==> src/rtl/lpa_pkg.sv <==
// Shared types and constants for the loop period averager.
package lpa_pkg;

  localparam logic [31:0] INTERVAL_MAX = 32'hFFFF_FFFF;
  localparam logic [31:0] RATE_NUM     = 32'd4096000000;

  typedef enum logic [2:0] {
    ST_IDLE,
    ST_READ,
    ST_DIV_MEAN,
    ST_MEAN_CHK,
    ST_DIV_RATE,
    ST_RATE_FIN,
    ST_DONE
  } lpa_state_t;

endpackage

==> src/rtl/loop_period_averager.sv <==
// Loop period averager: moving average of loop intervals and loop rate.
//
// Input channel (in_valid, in_stall, in_now_us) takes one loop-end timestamp
// in microseconds per transaction. The interval to the previous timestamp,
// saturated to 32 bits (zero for the first event), replaces the oldest entry
// of a ring of SAMPLES intervals held in a synchronous memory.
// Result channel (out_valid, out_stall) gives one transaction per input:
// the truncated mean of the ring, the rate 1000000/mean in UQ20.12 and a
// flag set when the mean is zero (rate then all ones).
// After acceptance the event passes through ST_READ, the mean division over
// the M bytes of the 32 + log2(SAMPLES) bit ring total, ST_MEAN_CHK, the
// rate division and ST_RATE_FIN; the last two are skipped when the mean is zero.
// The mean takes one byte per cycle by reciprocal multiplication; a radix-2
// restoring divider, one quotient bit per cycle, computes the rate.
// One event is processed at a time: the next transaction is accepted in the
// cycle after the result is registered.
// An output register holds the result while out_stall is high; the block
// finishes the next event meanwhile and holds it until the register frees.
// Reset (rst_n low, synchronous) clears the ring through per-entry valid
// bits, the time base and the write slot; no clearing pass is needed.
module loop_period_averager
  import lpa_pkg::*;
#(
  parameter int SAMPLES = 16
) (
  input  logic        clk,
  input  logic        rst_n,
  input  logic        in_valid,
  output logic        in_stall,
  input  logic [63:0] in_now_us,
  output logic        out_valid,
  input  logic        out_stall,
  output logic [31:0] out_mean_interval_us,
  output logic [31:0] out_rate_per_second,
  output logic        out_rate_undefined
);

  localparam int SW = (SAMPLES > 1) ? $clog2(SAMPLES) : 1;
  localparam int TW = 32 + $clog2(SAMPLES);
  localparam int MD = (TW + 7) / 8;
  localparam int NW = 8 * MD;
  localparam int XW = SW + 8;
  localparam int RW = XW + 1;
  localparam int PW = XW + RW;
  localparam int MS = XW + $clog2(SAMPLES);
  localparam int QW = 32;
  localparam int CW = $clog2(QW + 1);
  localparam logic [SW-1:0] SLOT_LAST = SW'(SAMPLES - 1);
  localparam logic [RW-1:0] RECIP =
    RW'(((64'd1 << MS) + 64'(SAMPLES) - 64'd1) / 64'(SAMPLES));

  lpa_state_t state_r, state_nxt;

  logic          in_acc;
  logic          ring_we;
  logic          load_out;

  logic [63:0]   prev_time_r;
  logic          seen_first_r;
  logic [31:0]   interval_r;
  logic [SW-1:0] slot_r;
  logic [TW-1:0] total_r;
  logic [SAMPLES-1:0] vld_r;

  logic [31:0]   ring [SAMPLES];
  logic [31:0]   rd_data_r;
  logic          rd_vld_r;

  logic [NW-1:0] num_r;
  logic [SW-1:0] mrem_r;
  logic [32:0]   rem_r;
  logic [31:0]   den_r;
  logic [CW-1:0] cnt_r;

  logic [31:0]   res_mean_r;
  logic [31:0]   res_rate_r;
  logic          res_undef_r;

  logic          out_valid_r;
  logic [31:0]   out_mean_r;
  logic [31:0]   out_rate_r;
  logic          out_undef_r;

  logic [63:0]   delta;
  logic [31:0]   interval_nxt;
  logic [31:0]   old_val;
  logic [TW-1:0] total_nxt;
  logic [XW-1:0] mx;
  logic [7:0]    mq;
  logic [SW-1:0] mrem_nxt;
  logic [32:0]   rem_shift;
  logic          q_bit;
  logic [32:0]   rem_step;

  assign delta        = seen_first_r ? (in_now_us - prev_time_r) : 64'd0;
  assign interval_nxt = (delta[63:32] != 32'd0) ? INTERVAL_MAX : delta[31:0];
  assign old_val      = rd_vld_r ? rd_data_r : 32'd0;
  assign total_nxt    = total_r - TW'(old_val) + TW'(interval_r);

  assign mx       = {mrem_r, num_r[NW-1 -: 8]};
  assign mq       = 8'((PW'(mx) * PW'(RECIP)) >> MS);
  assign mrem_nxt = SW'(mx - XW'(mq) * XW'(SAMPLES));

  assign rem_shift = {rem_r[31:0], num_r[31]};
  assign q_bit     = (rem_shift >= {1'b0, den_r});
  assign rem_step  = q_bit ? (rem_shift - {1'b0, den_r}) : rem_shift;

  always_comb begin
    state_nxt = state_r;
    unique case (state_r)
      ST_IDLE:     if (in_valid) state_nxt = ST_READ;
      ST_READ:     state_nxt = ST_DIV_MEAN;
      ST_DIV_MEAN: if (cnt_r == CW'(1)) state_nxt = ST_MEAN_CHK;
      ST_MEAN_CHK: state_nxt = (num_r[31:0] == 32'd0) ? ST_DONE : ST_DIV_RATE;
      ST_DIV_RATE: if (cnt_r == CW'(1)) state_nxt = ST_RATE_FIN;
      ST_RATE_FIN: state_nxt = ST_DONE;
      ST_DONE:     if (!out_valid_r || !out_stall) state_nxt = ST_IDLE;
      default:     state_nxt = ST_IDLE;
    endcase
  end

  always_comb begin
    in_stall = 1'b1;
    ring_we  = 1'b0;
    load_out = 1'b0;
    unique case (state_r)
      ST_IDLE: in_stall = 1'b0;
      ST_READ: ring_we  = 1'b1;
      ST_DONE: load_out = !out_valid_r || !out_stall;
      default: in_stall = 1'b1;
    endcase
  end

  assign in_acc = in_valid && !in_stall;

  always_ff @(posedge clk) begin
    if (!rst_n) begin
      state_r <= ST_IDLE;
    end else begin
      state_r <= state_nxt;
    end
  end

  // ring memory: registered read at acceptance, write back of the new interval
  always_ff @(posedge clk) begin
    if (in_acc) begin
      rd_data_r <= ring[slot_r];
    end
    if (ring_we) begin
      ring[slot_r] <= interval_r;
    end
  end

  always_ff @(posedge clk) begin
    if (!rst_n) begin
      prev_time_r  <= 64'd0;
      seen_first_r <= 1'b0;
      slot_r       <= '0;
      total_r      <= '0;
      vld_r        <= '0;
      rd_vld_r     <= 1'b0;
    end else begin
      if (in_acc) begin
        prev_time_r  <= in_now_us;
        seen_first_r <= 1'b1;
        rd_vld_r     <= vld_r[slot_r];
      end
      if (ring_we) begin
        vld_r[slot_r] <= 1'b1;
        total_r       <= total_nxt;
        slot_r        <= (slot_r == SLOT_LAST) ? '0 : slot_r + SW'(1);
      end
    end
  end

  always_ff @(posedge clk) begin
    if (in_acc) begin
      interval_r <= interval_nxt;
    end
    unique case (state_r)
      ST_READ: begin
        num_r  <= NW'(total_nxt);
        mrem_r <= '0;
        cnt_r  <= CW'(MD);
      end
      ST_DIV_MEAN: begin
        num_r  <= {num_r[NW-9:0], mq};
        mrem_r <= mrem_nxt;
        cnt_r  <= cnt_r - CW'(1);
      end
      ST_MEAN_CHK: begin
        res_mean_r  <= num_r[31:0];
        den_r       <= num_r[31:0];
        num_r       <= NW'(RATE_NUM);
        rem_r       <= '0;
        cnt_r       <= CW'(QW);
        res_rate_r  <= INTERVAL_MAX;
        res_undef_r <= (num_r[31:0] == 32'd0);
      end
      ST_DIV_RATE: begin
        num_r <= NW'({num_r[30:0], q_bit});
        rem_r <= rem_step;
        cnt_r <= cnt_r - CW'(1);
      end
      ST_RATE_FIN: res_rate_r <= num_r[31:0];
      default: ;
    endcase
  end

  always_ff @(posedge clk) begin
    if (!rst_n) begin
      out_valid_r <= 1'b0;
    end else if (load_out) begin
      out_valid_r <= 1'b1;
    end else if (!out_stall) begin
      out_valid_r <= 1'b0;
    end
  end

  always_ff @(posedge clk) begin
    if (load_out) begin
      out_mean_r  <= res_mean_r;
      out_rate_r  <= res_rate_r;
      out_undef_r <= res_undef_r;
    end
  end

  assign out_valid            = out_valid_r;
  assign out_mean_interval_us = out_mean_r;
  assign out_rate_per_second  = out_rate_r;
  assign out_rate_undefined   = out_undef_r;

endmodule
==> config.mk <==
export PLATFORM = sky130hd
export DESIGN_NAME = loop_period_averager
export DESIGN_NICKNAME = d
export VERILOG_FILES = /design/src/rtl/lpa_pkg.sv /design/src/rtl/loop_period_averager.sv
export SDC_FILE = /design/constraint.sdc
export NUM_CORES = 1
export LEC_CHECK = 0
export ABC_AREA = 0
export BUFFER_PORTS_ARGS = -buffer_cell sky130_fd_sc_hd__buf_4
export CAP_MARGIN = 20
export CELL_PAD_IN_SITES_DETAIL_PLACEMENT = 1
export CELL_PAD_IN_SITES_GLOBAL_PLACEMENT = 2
export CORE_MARGIN = 5
export CORE_UTILIZATION = 45
export CTS_CLUSTER_SIZE = 14
export DETAILED_ROUTE_END_ITERATION = 12
export HOLD_SLACK_MARGIN = 0.1
export PLACE_DENSITY = 0.84
export SLEW_MARGIN = 20
export SYNTH_ARGS = -nofsm -noshare
export SYNTH_HDL_FRONTEND = slang
export SYNTH_SLANG_ARGS = --single-unit
==> constraint.sdc <==
create_clock -name clk -period 11.6 [get_ports clk]
set_input_delay 3.48 -clock clk [delete_from_list [all_inputs] [get_ports clk]]
set_output_delay 3.48 -clock clk [all_outputs]
set_load 0.005 [all_outputs]
==> results of run 1 <==
-- cell usage in the layout (no fill, tap or decap), types with 17 or more instances in the layout --
master,Yosys,routed
edfxtp_1,788,788
mux4_2,165,165
nand2_1,326,325
clkbuf_1,123,24
and2_1,49,49
or2_2,45,45
fa_1,34,34
clkbuf_16,0,96
o211ai_1,28,28
o21a_1,37,37
o21bai_1,19,19
nand4_1,34,34
nand3_1,42,42
xor2_1,46,46
nor3_1,36,32
a21boi_0,97,97
inv_1,274,273
a211oi_1,26,26
nor4_1,17,17
xnor2_1,62,61
mux2i_1,25,25
nor2_1,162,148
ha_1,138,138
a21o_1,53,53
o21ai_0,115,115
a31oi_1,52,52
buf_4,0,173
and3_1,21,21
nand2b_1,21,21
dfxtp_1,126,121
a21oi_1,160,159
-- sequential cells by signal, indices dropped and copies added (netlist names), 6 cells and up --
register and flops:
ring 512, prev_time_r 64, num_r 40, total_r 36
interval_r 32, out_mean_interval_us 32, out_rate_per_second 32, rd_data_r 32
rem_r 32, res_mean_r 32, res_rate_r 32, vld_r 16
cnt_r 6
-- metal layers --
layer  GRT usage  wire length, um
met3     0.03089             6919
met2      0.4105            61950
met4     0.06832             3583
met1      0.3020            49130
met5           0                0
-- power groups by stage --
stage               logic, uW  registers, uW  clock network, uW
floorplan                1100           3920                  0
global placement         1440           4040                  0
detailed placement       1500           4050                  0
CTS                      1520           3980               3210
global route             1680           3990               3380
finish                   1520           3990               3160
-- worst reg2reg max path: stages, from the launching register on --
cell and delay [ns]:
edfxtp_1 0.88, inv_1 0.20, fa_1 0.58, inv_1 0.05, ha_1 0.35, a21o_1 0.21, a21oi_2 0.19, o21bai_1 0.11
a2111o_1 0.45, a31o_1 0.25, a211o_1 0.36, a22o_1 0.32, o41ai_4 0.42, nand4b_1 0.17, o211ai_1 0.21, nor2_1 0.08
o32ai_1 0.29
-- cell families after synthesis --
logic type | Yosys count | synth area share
compound gates | 690 | 0.1055
mux | 193 | 0.09189
xor+xnor | 108 | 0.02173
buf+inv | 427 | 0.03754
simple gates | 803 | 0.08651
fa+ha+maj | 172 | 0.05530
flops | 914 | 0.6015
-- layout make-up --
class / instances / area [sq um] / area share
Clock buffer: 125 / 2561 / 0.05191
Clock inverter: 57 / 681.9 / 0.01382
Inverter: 275 / 1035 / 0.02097
Multi-Input combinational cell: 1966 / 15880 / 0.3219
Sequential cell: 914 / 26200 / 0.5310
Tap cell: 1276 / 1597 / 0.03236
Timing Repair Buffer: 178 / 1386 / 0.02810
-- per-stage QoR --
step	instance area, sq um	setup WS, ns	hold WS [ns]	std cells
finish	49340	4.195	0.4211	4791
global route	49340	3.992	0.4419	4791
CTS	49270	4.246	0.4223	4787
detailed placement	46030	3.523	0.4063	4605
global placement	46010	3.569	0.4064	4604
floorplan	43530	4.432	0.4003	3307
-- final timing paths --
check | depth (start not counted) | slack [ns] | end | start
min reg2reg | 0 | 0.42 | out_rate_per_second[31] | res_rate_r[31]
max | 13 | 4.20 | interval_r[10] | in_now_us[12]
min | 0 | 0.42 | out_rate_per_second[31] | res_rate_r[31]
max reg2reg | 16 | 6.31 | num_r[28] | interval_r[2]
==> flow_metrics.env, run 1 <==
export IMPL_status="finished, final reports clean"
export IMPL_finalPower_uw=8666
export IMPL_synth_area_top_cells="edfxtp_1 (54%), mux4_2 (8.5%), dfxtp_1 (5.8%)"
export IMPL_nNetsFinal=3671
export IMPL_timing_fmax_mhz=135.0
export IMPL_post_cts_resized=0
export IMPL_drv_cap=0
export IMPL_num_antenna_cells=0
export IMPL_synth_flop_cell="edfxtp_1"
export IMPL_syn_nets=3547
export IMPL_end_kind="flop"
export IMPL_layout_drive_gt1_share=0.1650
export IMPL_slowest_delay_ns=0.66
export IMPL_path_clk_slew_ns=0.06
export IMPL_fin_setup_tns_ns=0
export IMPL_clk_latency_ns=0.70
export IMPL_dr_total_vias=28180
export IMPL_start_util=0.4515
export IMPL_port_buffers=134
export IMPL_cp_required_ns=11.99
export IMPL_swShare=0.2881
export IMPL_grt_max_degree=75
export IMPL_ctsHoldBuffers=0
export IMPL_netlist_area_sq_um=43530
export IMPL_clockBufferDepth=3
export IMPL_ys_seq_area_frac=0.6015
export IMPL_cp_start_kind="input port"
export IMPL_rsz0062_at_grt="false"
export IMPL_ys_types=85
export IMPL_worst_pin_slew_ns=1.081
export IMPL_cp_buffers_inverters=1
export IMPL_critPathTopFamily="compound AO/OA/AOI/OAI gates"
export IMPL_die_h_um=321.0
export IMPL_drc=0
export IMPL_cts_tree="done"
export IMPL_ios=135
export IMPL_grt_pass1_wl_mm=184.6
export IMPL_cts_htree_levels=3
export IMPL_yosysTopAreaCellShare=0.5436
export IMPL_vias_per_cell=5.882
export IMPL_wl_per_cell_um=25.38
export IMPL_crit_chain="buf_4, ha_1, nand2_1, o21ai_0, and4b_1, o21ai_1, o21ai_1, a2111oi_0, o21ai_0, a21oi_1, nand4_1, nor2_4, a31oi_1"
export IMPL_clkPwrFrac=0.364
export IMPL_numCtsBuffers=96
export IMPL_path_class="input port to flop"
export IMPL_hold_viol=0
export IMPL_nFillCells=9717
export IMPL_synth_most_common_cell="edfxtp_1"
export IMPL_slowest_stage="a2111oi_0"
export IMPL_ir_drop_v=0.0001201
export IMPL_place_congestion=0.8528
export IMPL_drtPass1Iterations=7
export IMPL_synth_edff_count=788
export IMPL_crit_fanout=32
export IMPL_hpwl_mm=80.35
export IMPL_drtIter0Drc=2269
export IMPL_setup_viol=0
export IMPL_slew_violations=0
export IMPL_avgSynthCellArea_sq_um=13.16
export IMPL_synth_top_area_cell="edfxtp_1"
export IMPL_synth_seq_cells=914
export IMPL_min_period_over_period=0.6384
export IMPL_first_global_vias=29750
export IMPL_synthTopCellsByCount="edfxtp_1 (788), nand2_1 (326), inv_1 (274)"
export IMPL_cts_sinks=914
export IMPL_p_leak_uw=0.01725
export IMPL_holdCritPathClass="flop to flop"
export IMPL_overflow=0
export IMPL_finalCriticalPeriod_ns=7.405
export IMPL_die_w_um=321.0
export IMPL_synthCells=3307
export IMPL_sequentialPowerShare=0.460
export IMPL_synthArstFlopShare=0
export IMPL_ant_nets=0
export IMPL_row_count=114
export IMPL_synthToLayoutAreaGrowth_pct=13.34
export IMPL_p_int_uw=6169
export IMPL_skew_ns=0.05261
export IMPL_ys_warn_count=0
export IMPL_maxSlewHeadroom=0.2793
export IMPL_p_comb_frac=0.176
export IMPL_dieArea_sq_um=103100
export IMPL_track_usage=0.2324
export IMPL_wirelength_mm=121.6
export IMPL_fin_util=0.5117
export IMPL_power_density_nw_per_um2=175.6
export IMPL_arrival_ns=7.79
export IMPL_switchingPower_uw=2497
export IMPL_clock_root_buffer="clkbuf_16"
export IMPL_core_area_sq_um=96420
export IMPL_antenna_found_initial=2
export IMPL_cts_setup_buffers=0
No activity file was read; power rests on OpenSTA's default activity.
==> run 2: changes to the inputs <==
==> constraint.sdc (replaced) <==
create_clock -name clk -period 7.6 [get_ports clk]
set_input_delay 2.28 -clock clk [delete_from_list [all_inputs] [get_ports clk]]
set_output_delay 2.28 -clock clk [all_outputs]
set_load 0.005 [all_outputs]
==> flow_metrics.env, run 2 (synthesized netlist as in run 1, its figures left out) <==
export IMPL_layout_drive_gt1_share=0.1644
export IMPL_grt_max_degree=78
export IMPL_reg2reg_depth=15
export IMPL_power_density_nw_per_um2=266.4
export IMPL_port_buffers=134
export IMPL_numCtsBuffers=96
export IMPL_hpwl_mm=82.14
export IMPL_post_cts_resized=0
export IMPL_slowest_stage="nor2_4"
export IMPL_cp_depth=16
export IMPL_final_common_cell="edfxtp_1"
export IMPL_drv_cap=0
export IMPL_track_usage=0.2370
export IMPL_first_global_vias=30310
export IMPL_reg_largest_list="ring: 512 flops, prev_time_r: 64 flops, num_r: 40 flops"
export IMPL_place_congestion=0.8711
export IMPL_grt_pass1_wl_mm=188.3
export IMPL_swShare=0.2890
export IMPL_drc=0
export IMPL_drtIter0Drc=2430
export IMPL_crit_fanout=32
export IMPL_slew_violations=0
export IMPL_row_count=114
export IMPL_holdPathStages=0
export IMPL_cts_htree_levels=3
export IMPL_p_comb_frac=0.178
export IMPL_num_antenna_cells=0
export IMPL_core_area_sq_um=96420
export IMPL_clockBufferDepth=3
export IMPL_drtPass1Iterations=5
export IMPL_sequentialPowerShare=0.465
export IMPL_clk_latency_ns=0.68
export IMPL_switchingPower_uw=3787
export IMPL_start_util=0.4515
export IMPL_overflow=0
export IMPL_pre_cts_ws_ns=0.7668
export IMPL_ctsHoldBuffers=0
export IMPL_slowest_delay_ns=0.58
export IMPL_wirelength_mm=122.9
export IMPL_largest_register_ffs=512
export IMPL_ant_nets=0
export IMPL_synthToLayoutAreaGrowth_pct=12.97
export IMPL_clock_root_buffer="clkbuf_16"
export IMPL_critPathTopFamily="compound AO/OA/AOI/OAI gates"
export IMPL_holdCritPathClass="flop to flop"
export IMPL_p_leak_uw=0.01717
export IMPL_cts_setup_buffers=0
export IMPL_finalCriticalPeriod_ns=6.127
export IMPL_clkPwrFrac=0.357
export IMPL_cp_required_ns=7.98
export IMPL_status="finished, final reports clean"
export IMPL_cts_tree="done"
export IMPL_setup_slack_ns=1.473
export IMPL_hold_viol=0
export IMPL_p_int_uw=9316
export IMPL_fin_setup_tns_ns=0
export IMPL_worst_pin_slew_ns=1.079
export IMPL_crit_chain="buf_4, inv_1, ha_1, fa_1, nand2b_1, a21oi_1, o211ai_1, a31oi_1, o21ai_0, a21oi_1, a41oi_1, mux2i_1, a221oi_1, nand4_2, nor2_4, a31oi_1"
export IMPL_cts_sinks=914
export IMPL_nNetsFinal=3670
export IMPL_skew_ns=0.02816
export IMPL_antenna_found_initial=1
export IMPL_cp_start_kind="input port"
export IMPL_path_class="input port to flop"
export IMPL_timing_fmax_mhz=163.2
export IMPL_min_period_over_period=0.8062
export IMPL_wl_per_cell_um=25.68
export IMPL_vias_per_cell=5.889
export IMPL_ir_drop_v=0.0001872
export IMPL_die_w_um=321.0
export IMPL_maxSlewHeadroom=0.2805
export IMPL_setup_viol=0
export IMPL_arrival_ns=6.51
export IMPL_dieArea_sq_um=103100
export IMPL_layout_common_cells="edfxtp_1 (788), nand2_1 (324), inv_1 (273), buf_4 (174), mux4_2 (165)"
export IMPL_die_h_um=321.0
export IMPL_cp_buffers_inverters=2
export IMPL_path_clk_slew_ns=0.06
export IMPL_end_kind="flop"
export IMPL_top_register="ring"
export IMPL_dr_total_vias=28190
export IMPL_rsz0062_at_grt="false"
export IMPL_ios=135
## run 2: changes by cell type in the layout (fill, tap and decap cells not counted), sizes merged
cell      previous run  this run
buf                178       177
inv                281       283
clkinvlp             4         7
clkinv              37        26
clkbuf             125       131
bufinv              10         6
## run 2: path summary, 6_finish.rpt
path | start | end | slack (ns)
worst min-delay path | res_rate_r[28] | out_rate_per_second[28] | 0.42
worst min register to register | res_rate_r[28] | out_rate_per_second[28] | 0.42
worst max-delay path | in_now_us[0] | interval_r[12] | 1.47
worst max register to register | interval_r[1] | total_r[35] | 2.24
## run 2: routing by layer
layer	vias up	global-route usage	part of all wire
met3	207	0.02850	0.058
met1	14440	0.3119	0.41
met5	-	0	0
met4	0	0.06938	0.029
li1	12550	-	-
met2	993	0.4167	0.51
## run 2: area by class of cell
cell class / count / area [sq um]
clock inverters: 47 / 473.0
repair buffers: 177 / 1361
multi-input cells: 1966 / 15880
fillers: 9745 / 47240
well taps: 1276 / 1597
clock buffers: 131 / 2635
inverters: 275 / 1035
flip-flops and latches: 914 / 26200
## run 2: metrics by stage
| step | util | std cells | hold slack, ns | total power (uW) | instance area (sq um) |
|---|---|---|---|---|---|
| 4_1_cts | 0.5094 | 4783 | 0.4194 | 13170 | 49120 |
| 6_report | 0.5100 | 4786 | 0.4164 | 13100 | 49180 |
| 5_1_grt | 0.5100 | 4786 | 0.4204 | 13690 | 49180 |
| 2_1_floorplan | - | 3307 | 0.4003 | 7660 | 43530 |
| 3_5_place_dp | 0.4772 | 4605 | 0.4061 | 8500 | 46010 |
| 3_3_place_gp | 0.4772 | 4605 | 0.4067 | 8377 | 46010 |
## run 2: worst register-to-register path: stages, from the launching register on
cell	delay (ns)
edfxtp_1	0.85
inv_1	0.17
fa_1	0.57
inv_1	0.07
ha_1	0.32
a211oi_1	0.32
o21bai_1	0.18
o41ai_1	0.45
a21oi_1	0.17
o21ai_0	0.54
a31oi_1	0.25
o31ai_1	0.33
a21oi_1	0.14
o31a_1	0.30
or3_1	0.36
a21boi_0	0.23
## run 2: power groups by stage
| stage | combinational (uW) | clock (uW) | sequential, uW |
|---|---|---|---|
| finish | 2330 | 4680 | 6090 |
| global route | 2580 | 5010 | 6100 |
| CTS | 2320 | 4760 | 6100 |
| detailed placement | 2300 | 0 | 6200 |
| global placement | 2200 | 0 | 6170 |
| floorplan | 1680 | 0 | 5980 |
